--- src/nrmc_pkg.sv ---
package nrmc_pkg;

  localparam logic [7:0] CH_COMMA = 8'h2C;
  localparam logic [7:0] CH_A     = 8'h41;
  localparam logic [7:0] CH_V     = 8'h56;
  localparam logic [7:0] CH_ZERO  = 8'h30;
  localparam logic [7:0] CH_NINE  = 8'h39;

  localparam logic [2:0] FLD_STATUS = 3'd2;
  localparam logic [2:0] FLD_LAT    = 3'd3;
  localparam logic [2:0] FLD_NS     = 3'd4;
  localparam logic [2:0] FLD_LON    = 3'd5;
  localparam logic [2:0] FLD_EW     = 3'd6;
  localparam logic [2:0] FLD_DONE   = 3'd7;

  localparam logic [2:0] MIN_DIGITS = 3'd7;
  localparam logic [3:0] POS_MAX    = 4'd15;
  localparam logic [3:0] LAT_DEG_DIGITS = 4'd2;
  localparam logic [3:0] LON_DEG_DIGITS = 4'd3;

  localparam logic [23:0] DEG_SCALE = 24'd10000000;
  localparam logic [31:0] RECIP3    = 32'd2863311531;
  localparam int          RECIP3_SH = 33;

  typedef enum logic [1:0] {
    ERR_NONE     = 2'd0,
    ERR_NO_COMMA = 2'd1,
    ERR_SHORT    = 2'd2
  } err_t;

  typedef struct packed {
    logic        fix;
    logic [6:0]  lat_deg;
    logic [23:0] lat_min;
    logic [2:0]  lat_cnt;
    logic [9:0]  lon_deg;
    logic [23:0] lon_min;
    logic [2:0]  lon_cnt;
    logic [7:0]  ns;
    logic [7:0]  ew;
    err_t        err;
  } snap_t;

  typedef struct packed {
    logic       fix;
    logic [7:0] ns;
    logic [7:0] ew;
    err_t       err;
  } side_t;

  // pads the minute digits out to the mm.mmmmm form
  function automatic logic [23:0] pad_scale(input logic [2:0] cnt);
    logic [23:0] s;
    begin
      case (cnt)
        3'd0: s = 24'd10000000;
        3'd1: s = 24'd1000000;
        3'd2: s = 24'd100000;
        3'd3: s = 24'd10000;
        3'd4: s = 24'd1000;
        3'd5: s = 24'd100;
        3'd6: s = 24'd10;
        default: s = 24'd1;
      endcase
      return s;
    end
  endfunction

endpackage

--- src/nrmc_parser.sv ---
module nrmc_parser
  import nrmc_pkg::*;
(
  input  logic       clk,
  input  logic       rst_n,
  input  logic       in_valid,
  output logic       in_ready,
  input  logic [7:0] in_rx_byte,
  input  logic       in_end_of_sentence,
  input  logic       nxt_ready,
  output logic       snap_valid,
  output snap_t      snap
);

  logic [2:0]  fn_r, fn_nxt, tb_fn;
  logic [3:0]  cp_r, cp_nxt, tb_cp;
  logic [6:0]  lat_deg_r, lat_deg_nxt, tb_lat_deg;
  logic [23:0] lat_min_r, lat_min_nxt, tb_lat_min;
  logic [2:0]  lat_cnt_r, lat_cnt_nxt, tb_lat_cnt;
  logic [9:0]  lon_deg_r, lon_deg_nxt, tb_lon_deg;
  logic [23:0] lon_min_r, lon_min_nxt, tb_lon_min;
  logic [2:0]  lon_cnt_r, lon_cnt_nxt, tb_lon_cnt;
  logic [7:0]  ns_r, ns_nxt, tb_ns;
  logic [7:0]  ew_r, ew_nxt, tb_ew;
  logic        fix_r, fix_nxt, tb_fix;
  logic        snap_valid_r, snap_valid_nxt;
  snap_t       snap_r, snap_nxt;

  logic        adv, acc, is_digit, bump, keep;
  logic [3:0]  dv;
  err_t        err;

  assign adv      = !snap_valid_r || nxt_ready;
  assign in_ready = adv;
  assign acc      = in_valid && adv;
  assign is_digit = (in_rx_byte >= CH_ZERO) && (in_rx_byte <= CH_NINE);
  assign dv       = in_rx_byte[3:0];

  // one byte of the sentence
  always_comb begin
    tb_fn      = fn_r;
    tb_cp      = cp_r;
    tb_lat_deg = lat_deg_r;
    tb_lat_min = lat_min_r;
    tb_lat_cnt = lat_cnt_r;
    tb_lon_deg = lon_deg_r;
    tb_lon_min = lon_min_r;
    tb_lon_cnt = lon_cnt_r;
    tb_ns      = ns_r;
    tb_ew      = ew_r;
    tb_fix     = fix_r;
    bump       = 1'b0;
    if (fn_r != FLD_DONE) begin
      if (in_rx_byte == CH_COMMA) begin
        tb_fn = fn_r + 3'd1;
        tb_cp = '0;
      end else begin
        bump = 1'b1;
        case (fn_r)
          FLD_STATUS: begin
            if (cp_r == '0) begin
              if (in_rx_byte == CH_A) begin
                tb_fix = 1'b1;
              end else if (in_rx_byte == CH_V) begin
                tb_fix = 1'b0;
              end
            end
          end
          FLD_LAT: begin
            if (!is_digit) begin
              bump = 1'b0;
            end else if (cp_r < LAT_DEG_DIGITS) begin
              tb_lat_deg = lat_deg_r * 7'd10 + {3'b000, dv};
            end else if (lat_cnt_r < MIN_DIGITS) begin
              tb_lat_min = lat_min_r * 24'd10 + {20'd0, dv};
              tb_lat_cnt = lat_cnt_r + 3'd1;
            end
          end
          FLD_NS: begin
            if (cp_r == '0) begin
              tb_ns = in_rx_byte;
            end
          end
          FLD_LON: begin
            if (!is_digit) begin
              bump = 1'b0;
            end else if (cp_r < LON_DEG_DIGITS) begin
              tb_lon_deg = lon_deg_r * 10'd10 + {6'd0, dv};
            end else if (lon_cnt_r < MIN_DIGITS) begin
              tb_lon_min = lon_min_r * 24'd10 + {20'd0, dv};
              tb_lon_cnt = lon_cnt_r + 3'd1;
            end
          end
          FLD_EW: begin
            if (cp_r == '0) begin
              tb_ew = in_rx_byte;
            end
          end
          default: begin
          end
        endcase
        if (bump && (cp_r != POS_MAX)) begin
          tb_cp = cp_r + 4'd1;
        end
      end
    end
  end

  always_comb begin
    if (tb_fn == '0) begin
      err = ERR_NO_COMMA;
    end else if (tb_fn != FLD_DONE) begin
      err = ERR_SHORT;
    end else begin
      err = ERR_NONE;
    end
    keep = tb_fix && (err == ERR_NONE);
  end

  always_comb begin
    fn_nxt      = fn_r;
    cp_nxt      = cp_r;
    lat_deg_nxt = lat_deg_r;
    lat_min_nxt = lat_min_r;
    lat_cnt_nxt = lat_cnt_r;
    lon_deg_nxt = lon_deg_r;
    lon_min_nxt = lon_min_r;
    lon_cnt_nxt = lon_cnt_r;
    ns_nxt      = ns_r;
    ew_nxt      = ew_r;
    fix_nxt     = fix_r;
    if (acc) begin
      fix_nxt = tb_fix;
      if (in_end_of_sentence) begin
        fn_nxt      = '0;
        cp_nxt      = '0;
        lat_deg_nxt = '0;
        lat_min_nxt = '0;
        lat_cnt_nxt = '0;
        lon_deg_nxt = '0;
        lon_min_nxt = '0;
        lon_cnt_nxt = '0;
        ns_nxt      = '0;
        ew_nxt      = '0;
      end else begin
        fn_nxt      = tb_fn;
        cp_nxt      = tb_cp;
        lat_deg_nxt = tb_lat_deg;
        lat_min_nxt = tb_lat_min;
        lat_cnt_nxt = tb_lat_cnt;
        lon_deg_nxt = tb_lon_deg;
        lon_min_nxt = tb_lon_min;
        lon_cnt_nxt = tb_lon_cnt;
        ns_nxt      = tb_ns;
        ew_nxt      = tb_ew;
      end
    end
  end

  // coordinates forced to zero without a fix or on error
  always_comb begin
    snap_valid_nxt = snap_valid_r;
    snap_nxt       = snap_r;
    if (adv) begin
      snap_valid_nxt = acc && in_end_of_sentence;
    end
    if (acc && in_end_of_sentence) begin
      snap_nxt.fix     = tb_fix;
      snap_nxt.lat_deg = keep ? tb_lat_deg : '0;
      snap_nxt.lat_min = keep ? tb_lat_min : '0;
      snap_nxt.lat_cnt = tb_lat_cnt;
      snap_nxt.lon_deg = keep ? tb_lon_deg : '0;
      snap_nxt.lon_min = keep ? tb_lon_min : '0;
      snap_nxt.lon_cnt = tb_lon_cnt;
      snap_nxt.ns      = (err == ERR_NONE) ? tb_ns : '0;
      snap_nxt.ew      = (err == ERR_NONE) ? tb_ew : '0;
      snap_nxt.err     = err;
    end
  end

  always_ff @(posedge clk) begin
    if (!rst_n) begin
      fn_r         <= '0;
      cp_r         <= '0;
      lat_deg_r    <= '0;
      lat_min_r    <= '0;
      lat_cnt_r    <= '0;
      lon_deg_r    <= '0;
      lon_min_r    <= '0;
      lon_cnt_r    <= '0;
      ns_r         <= '0;
      ew_r         <= '0;
      fix_r        <= 1'b0;
      snap_valid_r <= 1'b0;
    end else begin
      fn_r         <= fn_nxt;
      cp_r         <= cp_nxt;
      lat_deg_r    <= lat_deg_nxt;
      lat_min_r    <= lat_min_nxt;
      lat_cnt_r    <= lat_cnt_nxt;
      lon_deg_r    <= lon_deg_nxt;
      lon_min_r    <= lon_min_nxt;
      lon_cnt_r    <= lon_cnt_nxt;
      ns_r         <= ns_nxt;
      ew_r         <= ew_nxt;
      fix_r        <= fix_nxt;
      snap_valid_r <= snap_valid_nxt;
    end
  end

  always_ff @(posedge clk) begin
    snap_r <= snap_nxt;
  end

  assign snap_valid = snap_valid_r;
  assign snap       = snap_r;

endmodule

--- src/nrmc_coord.sv ---
module nrmc_coord
  import nrmc_pkg::*;
#(
  parameter int DEG_W = 7,
  parameter int OUT_W = 30
) (
  input  logic             clk,
  input  logic             ld1,
  input  logic             ld2,
  input  logic [DEG_W-1:0] deg,
  input  logic [23:0]      minutes,
  input  logic [2:0]       cnt,
  output logic [OUT_W-1:0] e7
);

  logic [DEG_W+23:0] deg_prod;
  logic [47:0]       sc_prod;
  logic [25:0]       x5;
  logic [57:0]       q_prod;

  logic [OUT_W-1:0]  deg1_r, deg1_nxt, deg2_r, deg2_nxt;
  logic [23:0]       scaled_r, scaled_nxt;
  logic [24:0]       q_r, q_nxt;

  // stage 1: degrees times 1e7, minutes padded to seven digits
  assign deg_prod = deg * DEG_SCALE;
  assign sc_prod  = minutes * pad_scale(cnt);

  // stage 2: times 5/3 via reciprocal of three
  assign x5     = {2'b00, scaled_r} + {scaled_r, 2'b00};
  assign q_prod = x5 * RECIP3;

  always_comb begin
    deg1_nxt   = ld1 ? deg_prod[OUT_W-1:0] : deg1_r;
    scaled_nxt = ld1 ? sc_prod[23:0] : scaled_r;
    deg2_nxt   = ld2 ? deg1_r : deg2_r;
    q_nxt      = ld2 ? q_prod[RECIP3_SH+24:RECIP3_SH] : q_r;
  end

  always_ff @(posedge clk) begin
    deg1_r   <= deg1_nxt;
    scaled_r <= scaled_nxt;
    deg2_r   <= deg2_nxt;
    q_r      <= q_nxt;
  end

  assign e7 = deg2_r + {{(OUT_W-25){1'b0}}, q_r};

endmodule

--- src/nmea_rmc_position_parser.sv ---
// nmea_rmc_position_parser
// input channel: one ascii character per word on in_rx_byte, with
// in_end_of_sentence high on the last character of an rmc sentence.
// the parser takes one word per cycle while in_ready is high; characters that are not the last
// one never produce a result word.
// result channel: one word per sentence with the fix flag, latitude and
// longitude in 1e-7 degree, the raw hemisphere characters and an error
// code (no comma, or ended before the e/w field closed).
// path: after the last character is accepted, the result moves through the
// parser's snapshot register, the multiply stages (degree scaling and
// minute padding, then the times 5/3 reciprocal multiply), then the
// output register.
// throughput: one word per cycle on both channels unless a stall holds
// them; the parser updates its sentence state for each byte.
// stall: when out_ready is low the result holds in the output register;
// the pipeline keeps accepting characters until the parser's snapshot
// register and all stages up to the output hold a sentence, then in_ready drops.
// reset: synchronous active-low rst_n clears the sentence state, the fix
// flag and all valid flags; no result is pending afterwards.
module nmea_rmc_position_parser
  import nrmc_pkg::*;
(
  input  logic        clk,
  input  logic        rst_n,
  input  logic        in_valid,
  output logic        in_ready,
  input  logic [7:0]  in_rx_byte,
  input  logic        in_end_of_sentence,
  output logic        out_valid,
  input  logic        out_ready,
  output logic        out_fix_valid,
  output logic [29:0] out_latitude_e7,
  output logic [7:0]  out_lat_hemisphere,
  output logic [33:0] out_longitude_e7,
  output logic [7:0]  out_lon_hemisphere,
  output logic [1:0]  out_parse_error
);

  logic        snap_valid;
  snap_t       snap;
  logic        r2, r3, r4;
  logic        v2_r, v2_nxt, v3_r, v3_nxt, out_valid_r, out_valid_nxt;
  side_t       side2_r, side2_nxt, side3_r, side3_nxt, side_out_r, side_out_nxt;
  logic [29:0] lat_e7, lat_out_r, lat_out_nxt;
  logic [33:0] lon_e7, lon_out_r, lon_out_nxt;

  assign r4 = !out_valid_r || out_ready;
  assign r3 = !v3_r || r4;
  assign r2 = !v2_r || r3;

  nrmc_parser u_parser (
    .clk                (clk),
    .rst_n              (rst_n),
    .in_valid           (in_valid),
    .in_ready           (in_ready),
    .in_rx_byte         (in_rx_byte),
    .in_end_of_sentence (in_end_of_sentence),
    .nxt_ready          (r2),
    .snap_valid         (snap_valid),
    .snap               (snap)
  );

  nrmc_coord #(.DEG_W(7), .OUT_W(30)) u_lat (
    .clk     (clk),
    .ld1     (r2 && snap_valid),
    .ld2     (r3 && v2_r),
    .deg     (snap.lat_deg),
    .minutes (snap.lat_min),
    .cnt     (snap.lat_cnt),
    .e7      (lat_e7)
  );

  nrmc_coord #(.DEG_W(10), .OUT_W(34)) u_lon (
    .clk     (clk),
    .ld1     (r2 && snap_valid),
    .ld2     (r3 && v2_r),
    .deg     (snap.lon_deg),
    .minutes (snap.lon_min),
    .cnt     (snap.lon_cnt),
    .e7      (lon_e7)
  );

  always_comb begin
    v2_nxt        = r2 ? snap_valid : v2_r;
    v3_nxt        = r3 ? v2_r : v3_r;
    out_valid_nxt = r4 ? v3_r : out_valid_r;
    side2_nxt     = side2_r;
    side3_nxt     = side3_r;
    side_out_nxt  = side_out_r;
    lat_out_nxt   = lat_out_r;
    lon_out_nxt   = lon_out_r;
    if (r2 && snap_valid) begin
      side2_nxt.fix = snap.fix;
      side2_nxt.ns  = snap.ns;
      side2_nxt.ew  = snap.ew;
      side2_nxt.err = snap.err;
    end
    if (r3 && v2_r) begin
      side3_nxt = side2_r;
    end
    if (r4 && v3_r) begin
      side_out_nxt = side3_r;
      lat_out_nxt  = lat_e7;
      lon_out_nxt  = lon_e7;
    end
  end

  always_ff @(posedge clk) begin
    if (!rst_n) begin
      v2_r        <= 1'b0;
      v3_r        <= 1'b0;
      out_valid_r <= 1'b0;
    end else begin
      v2_r        <= v2_nxt;
      v3_r        <= v3_nxt;
      out_valid_r <= out_valid_nxt;
    end
  end

  always_ff @(posedge clk) begin
    side2_r    <= side2_nxt;
    side3_r    <= side3_nxt;
    side_out_r <= side_out_nxt;
    lat_out_r  <= lat_out_nxt;
    lon_out_r  <= lon_out_nxt;
  end

  assign out_valid          = out_valid_r;
  assign out_fix_valid      = side_out_r.fix;
  assign out_latitude_e7    = lat_out_r;
  assign out_lat_hemisphere = side_out_r.ns;
  assign out_longitude_e7   = lon_out_r;
  assign out_lon_hemisphere = side_out_r.ew;
  assign out_parse_error    = side_out_r.err;

  a_end_byte_snapped: assert property (@(posedge clk) disable iff (!rst_n)
    in_valid && in_ready && in_end_of_sentence |=> snap_valid)
    else $error("accepted last character did not reach the snapshot stage");

  a_stall_only_when_full: assert property (@(posedge clk) disable iff (!rst_n)
    !in_ready |-> snap_valid && v2_r && v3_r && out_valid_r && !out_ready)
    else $error("input stalled with a free pipeline stage");

  a_no_fix_zero: assert property (@(posedge clk) disable iff (!rst_n)
    out_valid && !out_fix_valid |-> out_latitude_e7 == '0 && out_longitude_e7 == '0)
    else $error("coordinates nonzero without a fix");

  a_error_zero: assert property (@(posedge clk) disable iff (!rst_n)
    out_valid && out_parse_error != ERR_NONE |->
      out_latitude_e7 == '0 && out_longitude_e7 == '0 &&
      out_lat_hemisphere == '0 && out_lon_hemisphere == '0)
    else $error("fields nonzero on a parse error");

  a_drain: assert property (@(posedge clk) disable iff (!rst_n)
    v3_r && !out_valid_r |=> out_valid_r)
    else $error("finished word did not move to the output register");

endmodule

--- config.mk ---
export PLATFORM = sky130hd
export DESIGN_NAME = nmea_rmc_position_parser
export DESIGN_NICKNAME = d
export VERILOG_FILES = /design/src/nrmc_pkg.sv /design/src/nrmc_parser.sv /design/src/nrmc_coord.sv /design/src/nmea_rmc_position_parser.sv
export SDC_FILE = /design/constraint.sdc
export NUM_CORES = 2
export LEC_CHECK = 0
export BUFFER_PORTS_ARGS = -buffer_cell sky130_fd_sc_hd__buf_2
export CORE_MARGIN = 2
export CORE_UTILIZATION = 30
export DETAILED_ROUTE_END_ITERATION = 10
export HOLD_SLACK_MARGIN = 0.05
export PLACE_DENSITY_LB_ADDON = 0.25
export SETUP_SLACK_MARGIN = 0.1
export SYNTH_ARGS = -nofsm -noshare
export SYNTH_HDL_FRONTEND = slang
export SYNTH_HIERARCHICAL = 1
export SYNTH_SLANG_ARGS = --single-unit
--- constraint.sdc ---
create_clock -name clk -period 12.15 [get_ports clk]
set_input_delay 1.8225 -clock clk [delete_from_list [all_inputs] [get_ports clk]]
set_output_delay 1.8225 -clock clk [all_outputs]
set_load 0.05 [all_outputs]
Word level (Yosys, flattened, before mapping)
Cells that the tools add are included.

word-level totals
  output and inout port bits = 85
  word-level logic and storage cells = 194
  flip-flop bits (word level) = 508

operators by class
  eq/ne operators = 23
  magnitude comparators = 6
  reductions and logical operators = 25
  multiply operators = 10
  multiplexer cells = 71
  add/sub/neg operators = 12

operators with widths
  kind                                                 count
  two-way mux 24 bit                                   14
  one-hot mux 24 bit (7 select lines)                  2
  multiplier 26 x 32 -> 58 bit, second input constant  2
  two-way mux 8 bit                                    10
  two-way mux 10 bit                                   6
  adder 24 x 26 -> 26 bit                              2
  two-way mux 3 bit                                    17
  adder 24 x 4 -> 24 bit                               2
  multiplier 24 x 24 -> 24 bit                         2
  multiplier 24 x 3 -> 23 bit, second input constant   2
  two-way mux 7 bit                                    6
  adder 34 x 25 -> 34 bit                              1
  adder 30 x 25 -> 30 bit                              1
  == test 3 bit, second input constant                 9
  multiplier 10 x 17 -> 27 bit, second input constant  1
  multiplier 7 x 17 -> 23 bit, second input constant   1
  == test 3 x 2 -> 1 bit, second input constant        6
  == test 8 x 7 -> 1 bit, second input constant        2
  two-way mux 4 bit                                    4
  adder 10 x 4 -> 10 bit                               1
  multiplier 10 x 3 -> 9 bit, second input constant    1
  two-way mux 1 bit                                    10
  adder 3 x 1 -> 3 bit, second input constant          3
  zero test 3 bit                                      3
  21 further kinds                                     39

Longest topological paths before layout
  depth after elaboration = 11
  mapped depth = 39

By module
The synthesis kept the hierarchy.

modules (own cells, without submodules)
  module                    area an instance (um^2)  sequential area each (um^2)  cells an instance  times used
  nrmc_coord (u_lon)        24957.7                  3093.0                       2508               1
  nrmc_coord (u_lat)        23836.6                  2852.7                       2433               1
  nrmc_parser               12518.3                  4624.4                       1343               1
  nmea_rmc_position_parser  3771.1                   3693.5                       134                1

Worst setup path after synthesis
Ideal clock, no wire load.

  path kind = register -> register
  from = register u_lat.scaled_r[0]
  to = register u_lat.q_r[15], data pin
  library setup time = 0.258 ns
  setup slack = 3.167 ns
  data arrival time = 8.725 ns
  path buffers = 0
  clock period less this slack = 8.983 ns
  cell stages (with the launch flop) = 33
  path through = edfxtp_1 > ha_1 > fa_1 > a21o_1 > a21o_1 > a21oi_1 > o21ai_1 > a21oi_1 > a31o_1 > o21ai_1 > o41ai_2 > xnor2_1 > ha_1 > fa_1 > inv_1 > fa_1 > fa_1 > inv_1 > fa_1 > fa_1 > inv_1 > fa_1 > inv_1 > ha_1 > a21oi_1 > o211ai_1 > a31oi_1 > o21bai_1 > o21bai_2 > a211o_1 > a31o_1 > a21oi_2 > xnor2_1

between the ends
  longest elaborated chain between the ends = 2

ends and longest elaborated chain
  element                       RTL line          RTL
  from (decl)                   nrmc_coord.sv:22  logic [23:0] scaled_r, scaled_nxt;
  from (signal assigned)        nrmc_coord.sv:42  scaled_r <= scaled_nxt;
  adder 24 x 26 -> 26 bit       nrmc_coord.sv:30  assign x5 = {2'b00, scaled_r} + {scaled_r, 2'b00};
  multiplier 26 x 32 -> 58 bit  nrmc_coord.sv:31  assign q_prod = x5 * RECIP3;
  named net u_lat.q_prod[48]    nrmc_coord.sv:19  logic [57:0] q_prod;
  to (signal assigned)          nrmc_coord.sv:44  q_r <= q_nxt;
  to (decl)                     nrmc_coord.sv:23  logic [24:0] q_r, q_nxt;

The timed path passes the listed nets, and every way through them passes these cells.
A chain may end at the register's enable or synchronous reset.

Worst setup path in the final report
  from = register u_lon.scaled_r[0]
  to = register u_lon.q_r[24], data pin

between the ends
  longest elaborated chain between the ends = 2

ends and longest elaborated chain
  element                       RTL line
  from (decl)                   nrmc_coord.sv:22
  from (signal assigned)        nrmc_coord.sv:42
  adder 24 x 26 -> 26 bit       nrmc_coord.sv:30
  multiplier 26 x 32 -> 58 bit  nrmc_coord.sv:31
  named net u_lon.q_prod[57]    nrmc_coord.sv:19
  to (signal assigned)          nrmc_coord.sv:44
  to (decl)                     nrmc_coord.sv:23

The timed path passes the listed nets, and every way through them passes these cells.

==> results.tsv <==
metric	value	unit
status	complete, no violations	
Slowest Stage Delay on Critical Path	0.74	ns
clock sink count	508	
H-tree levels	2	
crit path max fanout	7	
WL final	155300	µm
finished layout cell area	70800	µm²
DR vias/cell	4.623	
Tmin final	10.08	ns
Avg WL per Cell	16.63	µm
Netlist Area Pre-Place	65080	µm²
clock slew at reported path FFs	0.06	ns
R2R cell count	34	
kind of start point of the critical path	flop	
GRT Resource Usage Total	14.09	%
Syn Area/Cell	10.14	µm²
initial DRC count	2001	
PortBufs	97	
Placed Area	68750	µm²
GR Util met2	23.96	%
GP Congestion	0.8585	
pre-CTS setup slack	1.960	ns
Core Region	215000	µm²
RR Startpoint	u_lon/scaled_r[0]$_DFFE_PP_	
DRC viols	0	
CTS Root Cell	clkbuf_16	
pin count of the biggest net entering global routing	66	
CP endpoint kind	flop	
Max Cap Viol	0	
post-cts resize count	0	
hold-fix buffer count after cts	0	
#FFs+latches synth	508	
I/O Pins	98	
CTS buffer count	61	
share of layout cells above drive strength 1	4.878	%
chip width	469.8	µm
Slowest-stage cell, CP	fa_1	
DP Wirelength	125100	µm
clk buf depth	3	
commonest cells after routing, fill and taps aside	inv_1, ha_1, fa_1	
Worst Hold Launch	u_lon/deg1_r[23]$_DFFE_PP_	
type of the most critical hold path	reg2reg	
synth-to-layout area growth	8.790	%
Final period util	82.94	%
Most Crowded Layer GR	met2	
f_max	0.09923	GHz
worst hold path depth	0	
Main synth FF type	edfxtp_1	
Worst Max-Slew Pin Slew	1.147	ns
worst setup path category	reg2reg	
synth warn	6	
crit-path most repeated cell	fa_1	
met3 Use GR	1.808	%
syn_nets	8218	
reg-to-reg setup timing slack	2.07	ns
Initial Utilization	30.27	%
antenna violations before repair	9	
row count	170	
Fin Setup TNS	0	ns
post-synthesis sequential area ratio	21.92	%
Util after Layout	32.93	%
Setup WS post-layout	2.072	ns
commonest non-fill, non-tap cell in the layout	inv_1	
Post-DRT Antenna Nets	0	
Async S/R FF share, synth	0	%
Final Hold Fails	0	
Die Ht	469.8	µm
Total Nets Final	8246	
library cells used by synthesis	111	
vias in the first global route	45990	
met1 usage	19.28	%
RSZ-0062 raised after global routing	false	
endpoints failing setup	0	
global-route wire length before repair	251700	µm
cell count after synthesis	6418	
gr ovfl total	0	
R2R Path End	u_lon/q_r[24]$_DFFE_PP_	
Slew headroom	23.00	%
Post-synth EDFFs	409	
pins over their slew limit	0	
Pre-antenna DRT Iters	5	
clk_skew	0.08084	ns
crit path DAT	10.49	ns
WP data required	12.56	ns
routed vias	43173	
post-CTS setup buffers	0	
worst skew pair latency	0.72	ns
area of the die	220700	µm²
TritonCTS clock tree	yes	
Hold Path End	u_lon/deg2_r[23]$_DFFE_PP_	
==> Yosys cell counts, types with 9 or more instances <==
library cell | instances | area (µm²)
clkbuf_1 | 137 | 514.2
a22oi_1 | 48 | 360.4
o21a_1 | 39 | 292.8
nor2b_1 | 99 | 619.3
buf_2 | 11 | 55.05
a211oi_1 | 41 | 307.8
o21ai_1 | 44 | 220.2
a21oi_1 | 223 | 1116
nor4_1 | 13 | 81.33
xnor2_1 | 261 | 2286
and2_1 | 266 | 1664
xor2_1 | 101 | 884.6
nor3b_1 | 15 | 112.6
nand3_1 | 75 | 375.4
mux2i_1 | 33 | 330.3
o31ai_1 | 19 | 142.6
a31o_2 | 9 | 78.83
nand4_1 | 31 | 193.9
fa_1 | 840 | 16820
nand2b_1 | 26 | 162.7
or3_1 | 25 | 156.4
nor3_1 | 85 | 425.4
a31oi_1 | 20 | 125.1
nand2_1 | 388 | 1456
dfxtp_1 | 99 | 1982
a21boi_0 | 17 | 127.6
o21bai_1 | 23 | 172.7
o211ai_1 | 12 | 90.09
inv_1 | 1295 | 4861
nor2_1 | 227 | 852.1
a211o_1 | 16 | 140.1
and3_1 | 111 | 694.4
edfxtp_1 | 409 | 12280
a32oi_1 | 10 | 87.58
ha_1 | 947 | 11850
buf_4 | 14 | 105.1
or2_2 | 17 | 106.4
and4_1 | 10 | 87.58
o21ai_0 | 98 | 490.5
a21o_1 | 80 | 600.6
==> layer usage <==
layer,part of all wire (%),vias to the layer above
met5,0.046,-
met4,1.5,12
met3,3.5,136
met2,47,556
met1,48,21369
li1,-,21100
==> worst max-delay path: cells and delay by family, from the launching register on <==
| family | cells | cell delay [ns] |
|---|---|---|
| AOI/OAI and AO/OA | 16 | 3.37 |
| xor gates and xnor gates | 2 | 0.76 |
| adders and majority gates | 9 | 4.40 |
| buffers and inverters | 3 | 0.21 |
| DFF | 1 | 0.53 |
| and+or+nand+nor | 4 | 0.50 |
==> metrics by stage <==
stage               hold slack [ns]  instances
CTS                          0.4141       9336
floorplan                    0.4003       6418
detailed placement           0.4045       9221
finish                       0.4122       9339
global route                 0.4171       9338
global placement             0.4040       9221
==> cells by family (layout without fill, tap and decap cells) <==
kind of cell               after synthesis  in the layout  share of synthesized area [%]
AOI/OAI and AO/OA                      822            822                          8.588
xor gates and xnor gates               365            365                          4.966
adders and majority gates             1787           1787                          44.04
buffers and inverters                 1467           1547                          8.576
DFF                                    508            508                          21.92
muxes                                   35             35                         0.5421
other                                    0              3                              0
and+or+nand+nor                       1434           1434                          11.37
==> flip-flops by register name (all words and copies together) (netlist names), 10 cells and up <==
name	count
out_latitude_e7	30
out_longitude_e7	34
side2_r	19
side3_r	19
u_lat/deg1_r	23
u_lat/deg2_r	23
u_lat/q_r	25
u_lat/scaled_r	24
u_lon/deg1_r	27
u_lon/deg2_r	27
u_lon/q_r	25
u_lon/scaled_r	24
u_parser/lat_min_r	24
u_parser/lon_deg_r	10
u_parser/lon_min_r	24
u_parser/snap	90
==> worst max-delay path by stage <==
stage / start / to / slack [ns] / cells after the start
floorplan: u_lat/scaled_r[0]$_DFFE_PP_ / u_lat/q_r[15]$_DFFE_PP_ / 3.17 / 32
global placement: u_lon/scaled_r[0]$_DFFE_PP_ / u_lon/q_r[24]$_DFFE_PP_ / 2.02 / 34
detailed placement: u_lon/scaled_r[0]$_DFFE_PP_ / u_lon/q_r[24]$_DFFE_PP_ / 1.96 / 34
CTS: u_lon/scaled_r[0]$_DFFE_PP_ / u_lon/q_r[24]$_DFFE_PP_ / 1.92 / 34
global route: u_lon/scaled_r[0]$_DFFE_PP_ / u_lon/q_r[24]$_DFFE_PP_ / 1.25 / 34
finish: u_lon/scaled_r[0]$_DFFE_PP_ / u_lon/q_r[24]$_DFFE_PP_ / 2.07 / 34
==> final cells by class <==
class | count | area [µm²]
Clock buffer | 80 | 1648
Sequential cell | 508 | 14260
Inverter | 1298 | 4875
Timing Repair Buffer | 134 | 763.2
Antenna cell | 3 | 7.507
Clock inverter | 35 | 396.6
Tap cell | 2838 | 3551
Multi-Input combinational cell | 4443 | 45300
Fill cell | 21889 | 144200
Power is not shown: default switching activity piles up to over one toggle a cycle in this logic, so the estimate is an artifact.
